**config.mk**
```make
export PLATFORM = sky130hd
export DESIGN_NAME = software_timer_table_top
export DESIGN_NICKNAME = d
export VERILOG_FILES = /design/src/rtl/stt_pkg.sv /design/src/rtl/software_timer_table_top.sv
export VERILOG_INCLUDE_DIRS = /design/src /design/src/rtl
export SDC_FILE = /design/constraint.sdc
export NUM_CORES = 2
export LEC_CHECK = 0
export BUFFER_PORTS_ARGS = -buffer_cell sky130_fd_sc_hd__buf_4
export CAP_MARGIN = 20
export CORE_UTILIZATION = 65
export DETAILED_ROUTE_END_ITERATION = 10
export GPL_TIMING_DRIVEN = 1
export PLACE_DENSITY_LB_ADDON = 0.15
export REMOVE_ABC_BUFFERS = 1
export SLEW_MARGIN = 25
export SYNTH_ARGS = -nofsm -noshare
export SYNTH_HDL_FRONTEND = slang
export SYNTH_SLANG_ARGS = --single-unit
export TNS_END_PERCENT = 1
```
**constraint.sdc**
```tcl
create_clock -name clk -period 16.47 [get_ports clk]
set_input_delay 1.647 -clock clk [delete_from_list [all_inputs] [get_ports clk]]
set_output_delay 1.647 -clock clk [all_outputs]
set_load 0.01 [all_outputs]
```
**src/rtl/software_timer_table_top_macros.svh**
```systemverilog
// assertion helpers for the timer table
`ifndef SOFTWARE_TIMER_TABLE_TOP_MACROS_SVH
`define SOFTWARE_TIMER_TABLE_TOP_MACROS_SVH

// same-cycle implication, checked outside reset
`define STT_ASSERT_NOW(lbl, ante, cons, msg) \
  lbl: assert property (@(posedge clk) disable iff (!rst_n) (ante) |-> (cons)) else $error(msg);

// next-cycle implication, checked outside reset
`define STT_ASSERT_NEXT(lbl, ante, cons, msg) \
  lbl: assert property (@(posedge clk) disable iff (!rst_n) (ante) |=> (cons)) else $error(msg);

`endif

```
**src/rtl/stt_pkg.sv**
```systemverilog
`timescale 1ns / 1ps
package stt_pkg;

  // field widths of the stream payload
  localparam int CMD_W    = 3;
  localparam int SLOT_F_W = 4;
  localparam int DUR_W    = 32;
  localparam int NOW_W    = 48;
  localparam int STAT_W   = 2;
  localparam int IN_DATA_W  = 88;
  localparam int OUT_DATA_W = 8;

  // defaults for the top level parameters
  localparam int DEF_NUM_SLOTS = 16;
  localparam int DEF_TIME_BITS = 48;

  typedef enum logic [CMD_W-1:0] {
    CMD_ALLOC   = 3'd0,
    CMD_ARM_ONE = 3'd1,
    CMD_ARM_PER = 3'd2,
    CMD_CANCEL  = 3'd3,
    CMD_FREE    = 3'd4,
    CMD_TICK    = 3'd5
  } cmd_t;

  typedef enum logic [STAT_W-1:0] {
    ST_OK         = 2'd0,
    ST_NO_FREE    = 2'd1,
    ST_NOT_ACTIVE = 2'd2
  } status_t;

  typedef enum logic [2:0] {
    S_IDLE,
    S_CMD,
    S_ALLOC,
    S_TICK_RD,
    S_TICK_EV,
    S_FLUSH
  } state_t;

endpackage

```
**src/rtl/software_timer_table_top.sv**
```systemverilog
`timescale 1ns / 1ps
// channel | dir | tdata (low bit up)                                | tuser  | tlast
// in_     | in  | timer_slot[3:0] duration_ms[35:4] notify[36]     | cmd    | -
//         |     | now_ms[84:37], zero pad to 88                     |        |
// out_    | out | result_slot[3:0] status[5:4], zero pad to 8       | fired  | last
//
// one request at a time; arm, cancel and free are answered from the command
// state, allocate scans from slot 0 (one slot checked per cycle), and a tick
// visits the slots in turn through the single read port of the expiry/period
// memory (read in one state, evaluate and write back in the next). Output
// stalls hold the sequencer only where a result has to leave. Synchronous
// active-low reset clears the slot flags and control; the memory needs no
// clearing, the armed flag marks its valid entries.
module software_timer_table_top #(
  parameter int NUM_SLOTS = stt_pkg::DEF_NUM_SLOTS,
  parameter int TIME_BITS = stt_pkg::DEF_TIME_BITS
) (
  input  logic                           clk,
  input  logic                           rst_n,
  input  logic                           in_tvalid,
  output logic                           in_tready,
  // timer_slot, duration_ms, notify_enable, now_ms
  input  logic [stt_pkg::IN_DATA_W-1:0]  in_tdata,
  // cmd
  input  logic [stt_pkg::CMD_W-1:0]      in_tuser,
  output logic                           out_tvalid,
  input  logic                           out_tready,
  // result_slot, status
  output logic [stt_pkg::OUT_DATA_W-1:0] out_tdata,
  // fired
  output logic                           out_tuser,
  output logic                           out_tlast
);
  import stt_pkg::*;

  localparam int SLOT_W = (NUM_SLOTS > 1) ? $clog2(NUM_SLOTS) : 1;
  localparam int MEM_W  = DUR_W + TIME_BITS;
  localparam logic [SLOT_W-1:0] LAST_IDX = SLOT_W'(NUM_SLOTS - 1);

  // control and slot flags
  state_t                  state_r, state_nxt;
  logic [SLOT_W-1:0]       idx_r, idx_nxt;
  logic [NUM_SLOTS-1:0]    active_r, active_nxt;
  logic [NUM_SLOTS-1:0]    notify_r, notify_nxt;
  logic [NUM_SLOTS-1:0]    armed_r, armed_nxt;
  logic                    pend_v_r, pend_v_nxt;
  logic [SLOT_F_W-1:0]     pend_slot_r, pend_slot_nxt;

  // latched request
  cmd_t                    cmd_r;
  logic [SLOT_F_W-1:0]     slot_r;
  logic [DUR_W-1:0]        dur_r;
  logic                    notif_r;
  logic [TIME_BITS-1:0]    now_r;

  // output register
  logic                    out_valid_r;
  logic [SLOT_F_W-1:0]     out_slot_r;
  status_t                 out_status_r;
  logic                    out_fired_r;
  logic                    out_last_r;

  // memory: {period, expiry} per slot
  logic [MEM_W-1:0]        tmr_mem [NUM_SLOTS];
  logic [MEM_W-1:0]        rd_r;
  logic                    mem_we;
  logic [SLOT_W-1:0]       mem_wa;
  logic [MEM_W-1:0]        mem_wd;

  // datapath signals
  logic                    in_acc;
  logic                    out_free;
  logic [NOW_W+TIME_BITS-1:0] now_wide;
  logic [SLOT_W+SLOT_F_W-1:0] slot_wide;
  logic [SLOT_W+SLOT_F_W-1:0] idx_wide;
  logic [SLOT_W-1:0]       slot_idx;
  logic [SLOT_F_W-1:0]     idx_res;
  logic                    in_range;
  logic [DUR_W-1:0]        rd_period;
  logic [TIME_BITS-1:0]    rd_exp;
  logic [DUR_W-1:0]        addend;
  logic [TIME_BITS:0]      sum;
  logic [TIME_BITS-1:0]    sum_sat;
  logic                    fire;
  logic                    need_emit;
  logic                    push;
  logic [SLOT_F_W-1:0]     push_slot;
  status_t                 push_status;
  logic                    push_fired;
  logic                    push_last;

  assign in_tready = (state_r == S_IDLE);
  assign in_acc    = in_tvalid & in_tready;
  assign out_free  = !out_valid_r || out_tready;

  assign now_wide  = {TIME_BITS'(0), in_tdata[84:37]};
  assign slot_wide = {SLOT_W'(0), slot_r};
  assign slot_idx  = slot_wide[SLOT_W-1:0];
  assign in_range  = slot_wide < (SLOT_W+SLOT_F_W)'(NUM_SLOTS);
  assign idx_wide  = {SLOT_F_W'(0), idx_r};
  assign idx_res   = idx_wide[SLOT_F_W-1:0];

  assign rd_period = rd_r[MEM_W-1:TIME_BITS];
  assign rd_exp    = rd_r[TIME_BITS-1:0];

  // shared saturating add: period on a tick, duration on an arm
  assign addend  = (state_r == S_TICK_EV) ? rd_period : dur_r;
  assign sum     = {1'b0, now_r} + (TIME_BITS+1)'(addend);
  assign sum_sat = sum[TIME_BITS] ? {TIME_BITS{1'b1}} : sum[TIME_BITS-1:0];

  assign fire      = active_r[idx_r] & armed_r[idx_r] & (now_r >= rd_exp);
  assign need_emit = fire & notify_r[idx_r];

  // latch the request
  always_ff @(posedge clk) begin
    if (in_acc) begin
      cmd_r   <= cmd_t'(in_tuser);
      slot_r  <= in_tdata[3:0];
      dur_r   <= in_tdata[35:4];
      notif_r <= in_tdata[36];
      now_r   <= now_wide[TIME_BITS-1:0];
    end
  end

  // timer memory, one write and one registered read
  always_ff @(posedge clk) begin
    if (mem_we) begin
      tmr_mem[mem_wa] <= mem_wd;
    end
    rd_r <= tmr_mem[idx_r];
  end

  // state and flag registers
  always_ff @(posedge clk) begin
    if (!rst_n) begin
      state_r  <= S_IDLE;
      idx_r    <= '0;
      active_r <= '0;
      notify_r <= '0;
      armed_r  <= '0;
      pend_v_r <= 1'b0;
    end else begin
      state_r  <= state_nxt;
      idx_r    <= idx_nxt;
      active_r <= active_nxt;
      notify_r <= notify_nxt;
      armed_r  <= armed_nxt;
      pend_v_r <= pend_v_nxt;
    end
  end

  always_ff @(posedge clk) begin
    pend_slot_r <= pend_slot_nxt;
  end

  // sequencer
  always_comb begin
    state_nxt     = state_r;
    idx_nxt       = idx_r;
    active_nxt    = active_r;
    notify_nxt    = notify_r;
    armed_nxt     = armed_r;
    pend_v_nxt    = pend_v_r;
    pend_slot_nxt = pend_slot_r;
    mem_we        = 1'b0;
    mem_wa        = idx_r;
    mem_wd        = {rd_period, sum_sat};
    push          = 1'b0;
    push_slot     = slot_r;
    push_status   = ST_OK;
    push_fired    = 1'b0;
    push_last     = 1'b1;
    unique case (state_r)
      S_IDLE: begin
        if (in_acc) begin
          idx_nxt = '0;
          case (in_tuser) inside
            CMD_ALLOC: state_nxt = S_ALLOC;
            CMD_ARM_ONE, CMD_ARM_PER, CMD_CANCEL, CMD_FREE: state_nxt = S_CMD;
            CMD_TICK: state_nxt = S_TICK_RD;
            default: state_nxt = S_IDLE;
          endcase
        end
      end
      S_CMD: begin
        if (out_free) begin
          push      = 1'b1;
          state_nxt = S_IDLE;
          case (cmd_r) inside
            CMD_ARM_ONE, CMD_ARM_PER: begin
              if (in_range && active_r[slot_idx]) begin
                mem_we = 1'b1;
                mem_wa = slot_idx;
                mem_wd = {(cmd_r == CMD_ARM_PER) ? dur_r : DUR_W'(0), sum_sat};
                armed_nxt[slot_idx] = 1'b1;
              end else begin
                push_status = ST_NOT_ACTIVE;
              end
            end
            CMD_CANCEL: begin
              if (in_range) begin
                armed_nxt[slot_idx] = 1'b0;
              end else begin
                push_status = ST_NOT_ACTIVE;
              end
            end
            CMD_FREE: begin
              if (in_range) begin
                active_nxt[slot_idx] = 1'b0;
              end else begin
                push_status = ST_NOT_ACTIVE;
              end
            end
            default: push = 1'b0;
          endcase
        end
      end
      S_ALLOC: begin
        // first free slot, one per cycle
        if (!active_r[idx_r]) begin
          if (out_free) begin
            push                = 1'b1;
            push_slot           = idx_res;
            active_nxt[idx_r]   = 1'b1;
            notify_nxt[idx_r]   = notif_r;
            armed_nxt[idx_r]    = 1'b0;
            state_nxt           = S_IDLE;
          end
        end else if (idx_r == LAST_IDX) begin
          if (out_free) begin
            push        = 1'b1;
            push_slot   = '0;
            push_status = ST_NO_FREE;
            state_nxt   = S_IDLE;
          end
        end else begin
          idx_nxt = idx_r + 1'b1;
        end
      end
      S_TICK_RD: begin
        state_nxt = S_TICK_EV;
      end
      S_TICK_EV: begin
        // a new notifying fire pushes the held one out, so the output must have room
        if (!(need_emit && pend_v_r) || out_free) begin
          if (fire) begin
            if (rd_period != '0) begin
              mem_we = 1'b1;
            end else begin
              armed_nxt[idx_r] = 1'b0;
            end
          end
          if (need_emit) begin
            if (pend_v_r) begin
              push       = 1'b1;
              push_slot  = pend_slot_r;
              push_fired = 1'b1;
              push_last  = 1'b0;
            end
            pend_v_nxt    = 1'b1;
            pend_slot_nxt = idx_res;
          end
          if (idx_r == LAST_IDX) begin
            state_nxt = S_FLUSH;
          end else begin
            idx_nxt   = idx_r + 1'b1;
            state_nxt = S_TICK_RD;
          end
        end
      end
      S_FLUSH: begin
        // the held fire is the final one of the tick
        if (!pend_v_r) begin
          state_nxt = S_IDLE;
        end else if (out_free) begin
          push       = 1'b1;
          push_slot  = pend_slot_r;
          push_fired = 1'b1;
          pend_v_nxt = 1'b0;
          state_nxt  = S_IDLE;
        end
      end
      default: state_nxt = S_IDLE;
    endcase
  end

  // output register
  always_ff @(posedge clk) begin
    if (!rst_n) begin
      out_valid_r <= 1'b0;
    end else if (push) begin
      out_valid_r <= 1'b1;
    end else if (out_tready) begin
      out_valid_r <= 1'b0;
    end
  end

  always_ff @(posedge clk) begin
    if (push) begin
      out_slot_r   <= push_slot;
      out_status_r <= push_status;
      out_fired_r  <= push_fired;
      out_last_r   <= push_last;
    end
  end

  assign out_tvalid = out_valid_r;
  assign out_tdata  = {2'b00, out_status_r, out_slot_r};
  assign out_tuser  = out_fired_r;
  assign out_tlast  = out_last_r;

  // checks
`include "software_timer_table_top_macros.svh"

  `STT_ASSERT_NOW(a_pend_in_tick, pend_v_r, (state_r == S_TICK_RD || state_r == S_TICK_EV || state_r == S_FLUSH), "held fire outside a tick")
  `STT_ASSERT_NEXT(a_flush_done, (state_r == S_FLUSH && !pend_v_r), (state_r == S_IDLE), "flush did not finish")
  `STT_ASSERT_NOW(a_fire_ok, (out_valid_r && out_fired_r), (out_status_r == ST_OK), "fire result with bad status")
  `STT_ASSERT_NOW(a_idx_range, 1'b1, (idx_r <= LAST_IDX), "slot index out of range")

endmodule

```
* Word level (Yosys, flattened, before mapping)
Memory sizes are Yosys's and may differ from the RTL's. A register that Yosys moved wholly into a read port is not among the register bits.
Cells that the tools add are included.
** Word-level totals
- Bits of input ports :: 95
- Output and inout bits :: 12
- Register bits :: 157
- Memories :: 1
- RAM bits :: 1280
** Operators by class
- Bitwise gates (word level) :: 12
- Magnitude comparators :: 6
- Add/subtract/negate cells :: 2
- Muxes and demuxes :: 109
- Reductions and logical operators :: 25
- Equality and inequality tests :: 32
** Memory list
- tmr_mem :: depth 16, bits a word 80, rd ports 1, clocked after Yosys merged registers in 1, write ports 1, line software_timer_table_top.sv:64 : logic [MEM_W-1:0] tmr_mem [NUM_SLOTS];
** Operators with widths (count)
- two-way mux 80 bit :: 4
- two-way mux 16 bit :: 17
- two-way mux 4 bit :: 17
- two-way mux 32 bit :: 2
- adder 48 x 32 -> 49 bit :: 1
- bitwise AND 16 bit :: 3
- greater-or-equal comparator 48 bit :: 1
- two-way mux 48 bit :: 1
- one-hot mux 16 bit (3 select lines) :: 1
- two-way mux 1 bit :: 35
- inverter 16 bit :: 2
- OR 16 bit :: 2
- one-hot mux 16 bit (2 select lines) :: 1
- nonzero test 32 bit :: 1
- one-hot mux 4 bit (3 select lines) :: 2
- inequality test 2 bit (second input constant) :: 11
- two-way mux 3 bit :: 7
- == test 3 x 2 -> 1 bit (second input constant) :: 6
- two-way mux 2 bit :: 9
- one-hot mux 3 bit (6 select lines) :: 1
- binary-select mux 1 bit (select 4 bit) :: 4
- bitwise mux 16 bit :: 1
- == test 3 bit (second input constant) :: 5
- < comparator 4 x 5 -> 1 bit (second input constant) :: 3
- 24 further kinds :: 49

* Logic depth before layout (Yosys ltp)
- Depth after elaboration :: 12
- Mapped depth :: 19
- Depth with buffers taken out :: 15

* Least setup slack after synthesis
No wires, ideal clock.
- Path type :: input port to flip-flop
- Start point :: input out_tready
- End point :: memory tmr_mem[0][0] (netlist name) (enable)
- Cell stages on the path :: 8
- Data arrival time :: 8.244 ns
- Setup time :: 0.617 ns
- Path slack :: 7.609 ns
- Data required time :: 15.853 ns
- Buffers on the path :: 2
- Cells stage by stage :: nor2b_1 > clkbuf_1 > nor4_1 > nand2_1 > clkbuf_1 > nor3_1 > a31oi_1 > nor3_1
** Between the ends
- Word-level cells in the longest chain between the ends :: 6
** Ends and longest elaborated chain
- from (decl) :: line software_timer_table_top.sv:27 : input logic out_tready,
- logical OR 1 bit (*) :: line software_timer_table_top.sv:94 : assign out_free = !out_valid_r || out_tready;
- logical OR 1 bit :: line software_timer_table_top.sv:245 : if (!(need_emit && pend_v_r) || out_free) begin
- two-way mux 1 bit :: line software_timer_table_top.sv:245
- one-hot mux 1 bit (2 select lines) :: line software_timer_table_top.sv:173 : unique case (state_r)
- two-way mux 1 bit :: line software_timer_table_top.sv:127 : if (mem_we) begin
- two-way mux 1 bit (not written as such) :: line software_timer_table_top.sv:128 : tmr_mem[mem_wa] <= mem_wd;
- to (decl) :: line software_timer_table_top.sv:64
Mark *: on every way between the ends. The rest lies on a longest branch, timed or not.

* Final worst setup path
- Start point :: register state_r[2]
- End point :: memory tmr_mem[4][23] (netlist name) (data pin)
** Between the ends
- Word-level cells in the longest chain between the ends :: 8
** Ends and longest elaborated chain
- from (decl) :: line software_timer_table_top.sv:41 : state_t state_r, state_nxt;
- from (signal assigned) :: line software_timer_table_top.sv:143 : state_r <= state_nxt;
- == test 3 bit :: line software_timer_table_top.sv:107 : assign addend = (state_r == S_TICK_EV) ? rd_period : dur_r;
- two-way mux 32 bit :: line software_timer_table_top.sv:107
- adder 48 x 32 -> 49 bit :: line software_timer_table_top.sv:108 : assign sum = {1'b0, now_r} + (TIME_BITS+1)'(addend);
- two-way mux 48 bit :: line software_timer_table_top.sv:109 : assign sum_sat = sum[TIME_BITS] ? {TIME_BITS{1'b1}} : sum[TIME_BITS-1:0];
- two-way mux 80 bit :: line software_timer_table_top.sv:191 : if (in_range && active_r[slot_idx]) begin
- two-way mux 80 bit :: line software_timer_table_top.sv:189 : case (cmd_r) inside
- two-way mux 80 bit :: line software_timer_table_top.sv:186 : if (out_free) begin
- two-way mux 80 bit (*) :: line software_timer_table_top.sv:173
- net mem_wd[23] :: line software_timer_table_top.sv:68 : logic [MEM_W-1:0] mem_wd;
Mark *: on every way through the listed nets, which the timed path passes. The rest lies on a longest branch.

==> flow_metrics.tcl <==
set metrics [dict create \
    status "completed" \
    ys_async_sr_fraction_pct 0 \
    antenna_found_initial 5 \
    area_delta_synth_final_pct 12.2 \
    nFillCells 5207 \
    routabilityCongestion 0.889 \
    crit_fanout 17 \
    p_per_area_nw_per_um2 120 \
    yosysSeqAreaShare_pct 72.9 \
    slew_headroom_pct 29.6 \
    wirelength_um 144000 \
    wl_met1_um 54600 \
    layout_commonest_cell "edfxtp_1" \
    worstPathRequired_ns 16.95 \
    rows 111 \
    max_freq_mhz 142 \
    syn_area_sq_um 60600 \
    seqCellArea_sq_um 44200 \
    numCtsBuffers 149 \
    ys.flop_type "edfxtp_1" \
    cts_tree "done" \
    viasPerCell 6.81 \
    fin_crit_sh_pct 42.7 \
    post-cts-setup-buffer-count 0 \
    synth_edf_count 1380 \
    netlist_instances 3178 \
    skew_ns 0.0224 \
    die_w_um 307 \
    netlist-cell-type-count 72 \
    design.die.area_sq_um 94500 \
    cap_violations 0 \
    cts.sinks 1517 \
    grt_pass1_vias 32477 \
    hp-class "flop to flop" \
    dp_hpwl_um 76400 \
    clk_pin_slew_ns 0.06 \
    worstPathArrival_ns 7.51 \
    cp-end-kind "flop" \
    h-tree-depth 4 \
    grt_max_degree 155 \
    pin_count 107 \
    fin_tns_setup_ns 0 \
    start_util_pct 65.9 \
    startpoint_type "flop" \
    fin_crit_ns 7.03 \
    ant_nets 0 \
    multi_input_area_sq_um 15700 \
    yosys_warnings 0 \
    cts_hold_buf 0 \
    grt_overflow_total 0 \
    layout.nets 3527 \
    rsz0062_at_grt "false" \
    slew_viol_final 0 \
    core_sq_um 92100 \
    timing.final.ws_setup_ns 9.44 \
    drt_iter0_drc 4033 \
    vias 32127 \
    path_class "flop to flop" \
    drc 0 \
    finalSetupViolations 0 \
    port_buffers 101 \
    post_cts_resized 0 \
    wl_per_cell_um 30.5 \
    avgSynthCellArea_sq_um 19.1 \
    drive_above_1_share_pct 25.1 \
    route.met3.wl_um 12900 \
    clk_path_buf_depth 3 \
    mostFrequentLayoutCells "1,380 x edfxtp_1, 415 x mux4_2, 253 x nand2_1, 164 x buf_4, 154 x clkbuf_16" \
    worstMarginPinSlew_ns 1.06 \
    finalHoldViolations 0 \
    ys_ff_latch 1517 \
    wl_met2_um 72100 \
    cts_root_buffer "clkbuf_16" \
    insertion_delay_ns 0.75 \
    p_leak_uw 0.0221 \
    grt.total_usage_pct 31.2 \
    firstDrtPassIters 6 \
    vdd_drop_max_mv 0.113 \
    highest_layer "met5" \
    fp.dieH_um 307 \
    utilization_pct 73.9 \
    post-place-ws_ns 9.64 \
    grt_first_pass_wirelength_um 211000 \
]
[area by class of cell]
type,instances,share of cell area (%)
Tap cell,1243,2.28
Timing Repair Buffer,174,2.03
Clock buffer,200,6.12
Inverter,84,0.463
Sequential cell,1517,64.9
Multi-Input combinational cell,1421,23.0
Clock inverter,78,1.12
Antenna cell,3,0.0110
[routing by layer]
| layer | global-route usage (%) | vias to the layer above |
|---|---|---|
| li1 | - | 13278 |
| met1 | 43.4 | 16794 |
| met2 | 50.7 | 1753 |
| met3 | 5.31 | 300 |
| met4 | 10.9 | 2 |
| met5 | 0 | - |
[worst max-delay path, cell delays in order (launching register included)]
cell      delay, ns
dfxtp_1        0.50
inv_1          0.22
nor3_2         0.68
buf_4          0.38
nand2_1        0.10
nand2_1        0.18
ha_1           0.23
fa_1           0.26
a211oi_1       0.12
o21bai_1       0.22
a21oi_1        0.13
o21ai_0        0.82
a31oi_1        0.40
a21oi_1        0.60
a211o_1        0.60
nand2_1        0.65
nand2_1        0.63
[state kept, by name (all words and copies together), names as in the netlist, 2 cells and up, named ones only]
| signal | flops |
|---|---|
| active_r | 16 |
| cmd_r | 3 |
| dur_r | 32 |
| idx_r | 4 |
| notify_r | 16 |
| now_r | 48 |
| out_slot_r | 4 |
| out_status_r | 2 |
| pend_slot_r | 4 |
| rd_r | 80 |
| slot_idx | 4 |
| state_r | 3 |
| tmr_mem | 1280 |
[logic make-up after synthesis]
logic type	after synthesis	share of synthesized area, %
fa+ha+maj	85	1.77
xor+xnor	28	0.404
compound gates	372	3.84
buf+inv	241	1.54
mux	438	15.9
flops	1517	72.9
other cells	1	0.00618
simple gates	496	3.67
[path summary, 6_finish.rpt]
check | slack, ns | from | depth (start not counted) | to
max | 9.44 | state_r[2]$_SDFFE_PN0P_ | 16 | tmr_mem[4][23]$_DFFE_PP_
min | 0.49 | notify_r[2]$_SDFFE_PN0P_ | 2 | notify_r[2]$_SDFFE_PN0P_
max reg2reg | 9.44 | state_r[2]$_SDFFE_PN0P_ | 16 | tmr_mem[4][23]$_DFFE_PP_
min reg2reg | 0.49 | notify_r[2]$_SDFFE_PN0P_ | 2 | notify_r[2]$_SDFFE_PN0P_
[power by group]
group          leakage (uW)  total (uW)  internal, uW  switching [uW]
combinational       0.00609         417           128             289
clock               0.00241        3400          1970            1430
sequential           0.0136        4370          4340            30.7
[through the flow]
stage / area, sq um / total power, uW / cells / hold slack [ns]
after detailed placement: 63100 / 4860 / 4439 / 0.471
after global placement: 63100 / 4830 / 4438 / 0.457
after CTS: 68000 / 8220 / 4717 / 0.483
after global routing: 68100 / 8400 / 4719 / 0.510
final: 68100 / 8190 / 4720 / 0.485
after floorplan: 60000 / 4730 / 3022 / 0.449
[Yosys cell counts, types with 3 or more instances]
cell | count | area (sq um)
and3_1 | 15 | 93.8
nor2b_1 | 6 | 37.5
or2_2 | 3 | 18.8
o21ai_1 | 8 | 40.0
mux2i_1 | 11 | 110
nor3_1 | 43 | 215
nand4_1 | 28 | 175
a21o_1 | 39 | 293
and2_1 | 11 | 68.8
nor4_1 | 12 | 75.1
ha_1 | 84 | 1050
buf_4 | 4 | 30.0
or3_1 | 7 | 43.8
nand3_1 | 25 | 125
a32o_1 | 11 | 110
inv_1 | 83 | 312
edfxtp_1 | 1380 | 41400
buf_1 | 37 | 139
o221ai_1 | 3 | 26.3
a21oi_1 | 112 | 561
mux4_2 | 415 | 9350
buf_2 | 5 | 25.0
xnor2_1 | 15 | 131
nand2_1 | 254 | 953
a311oi_1 | 4 | 35.0
a31oi_1 | 17 | 106
o21ai_0 | 112 | 561
nand2b_1 | 11 | 68.8
mux2_2 | 7 | 78.8
clkbuf_1 | 110 | 413
a21boi_0 | 8 | 60.1
xor2_1 | 13 | 114
mux4_1 | 4 | 105
dfxtp_1 | 137 | 2740
a211oi_1 | 6 | 45.0
nor2_1 | 70 | 263
o21a_1 | 10 | 75.1
o21bai_1 | 4 | 30.0
a221o_1 | 8 | 80.1
(Power assumes the default switching activity.)
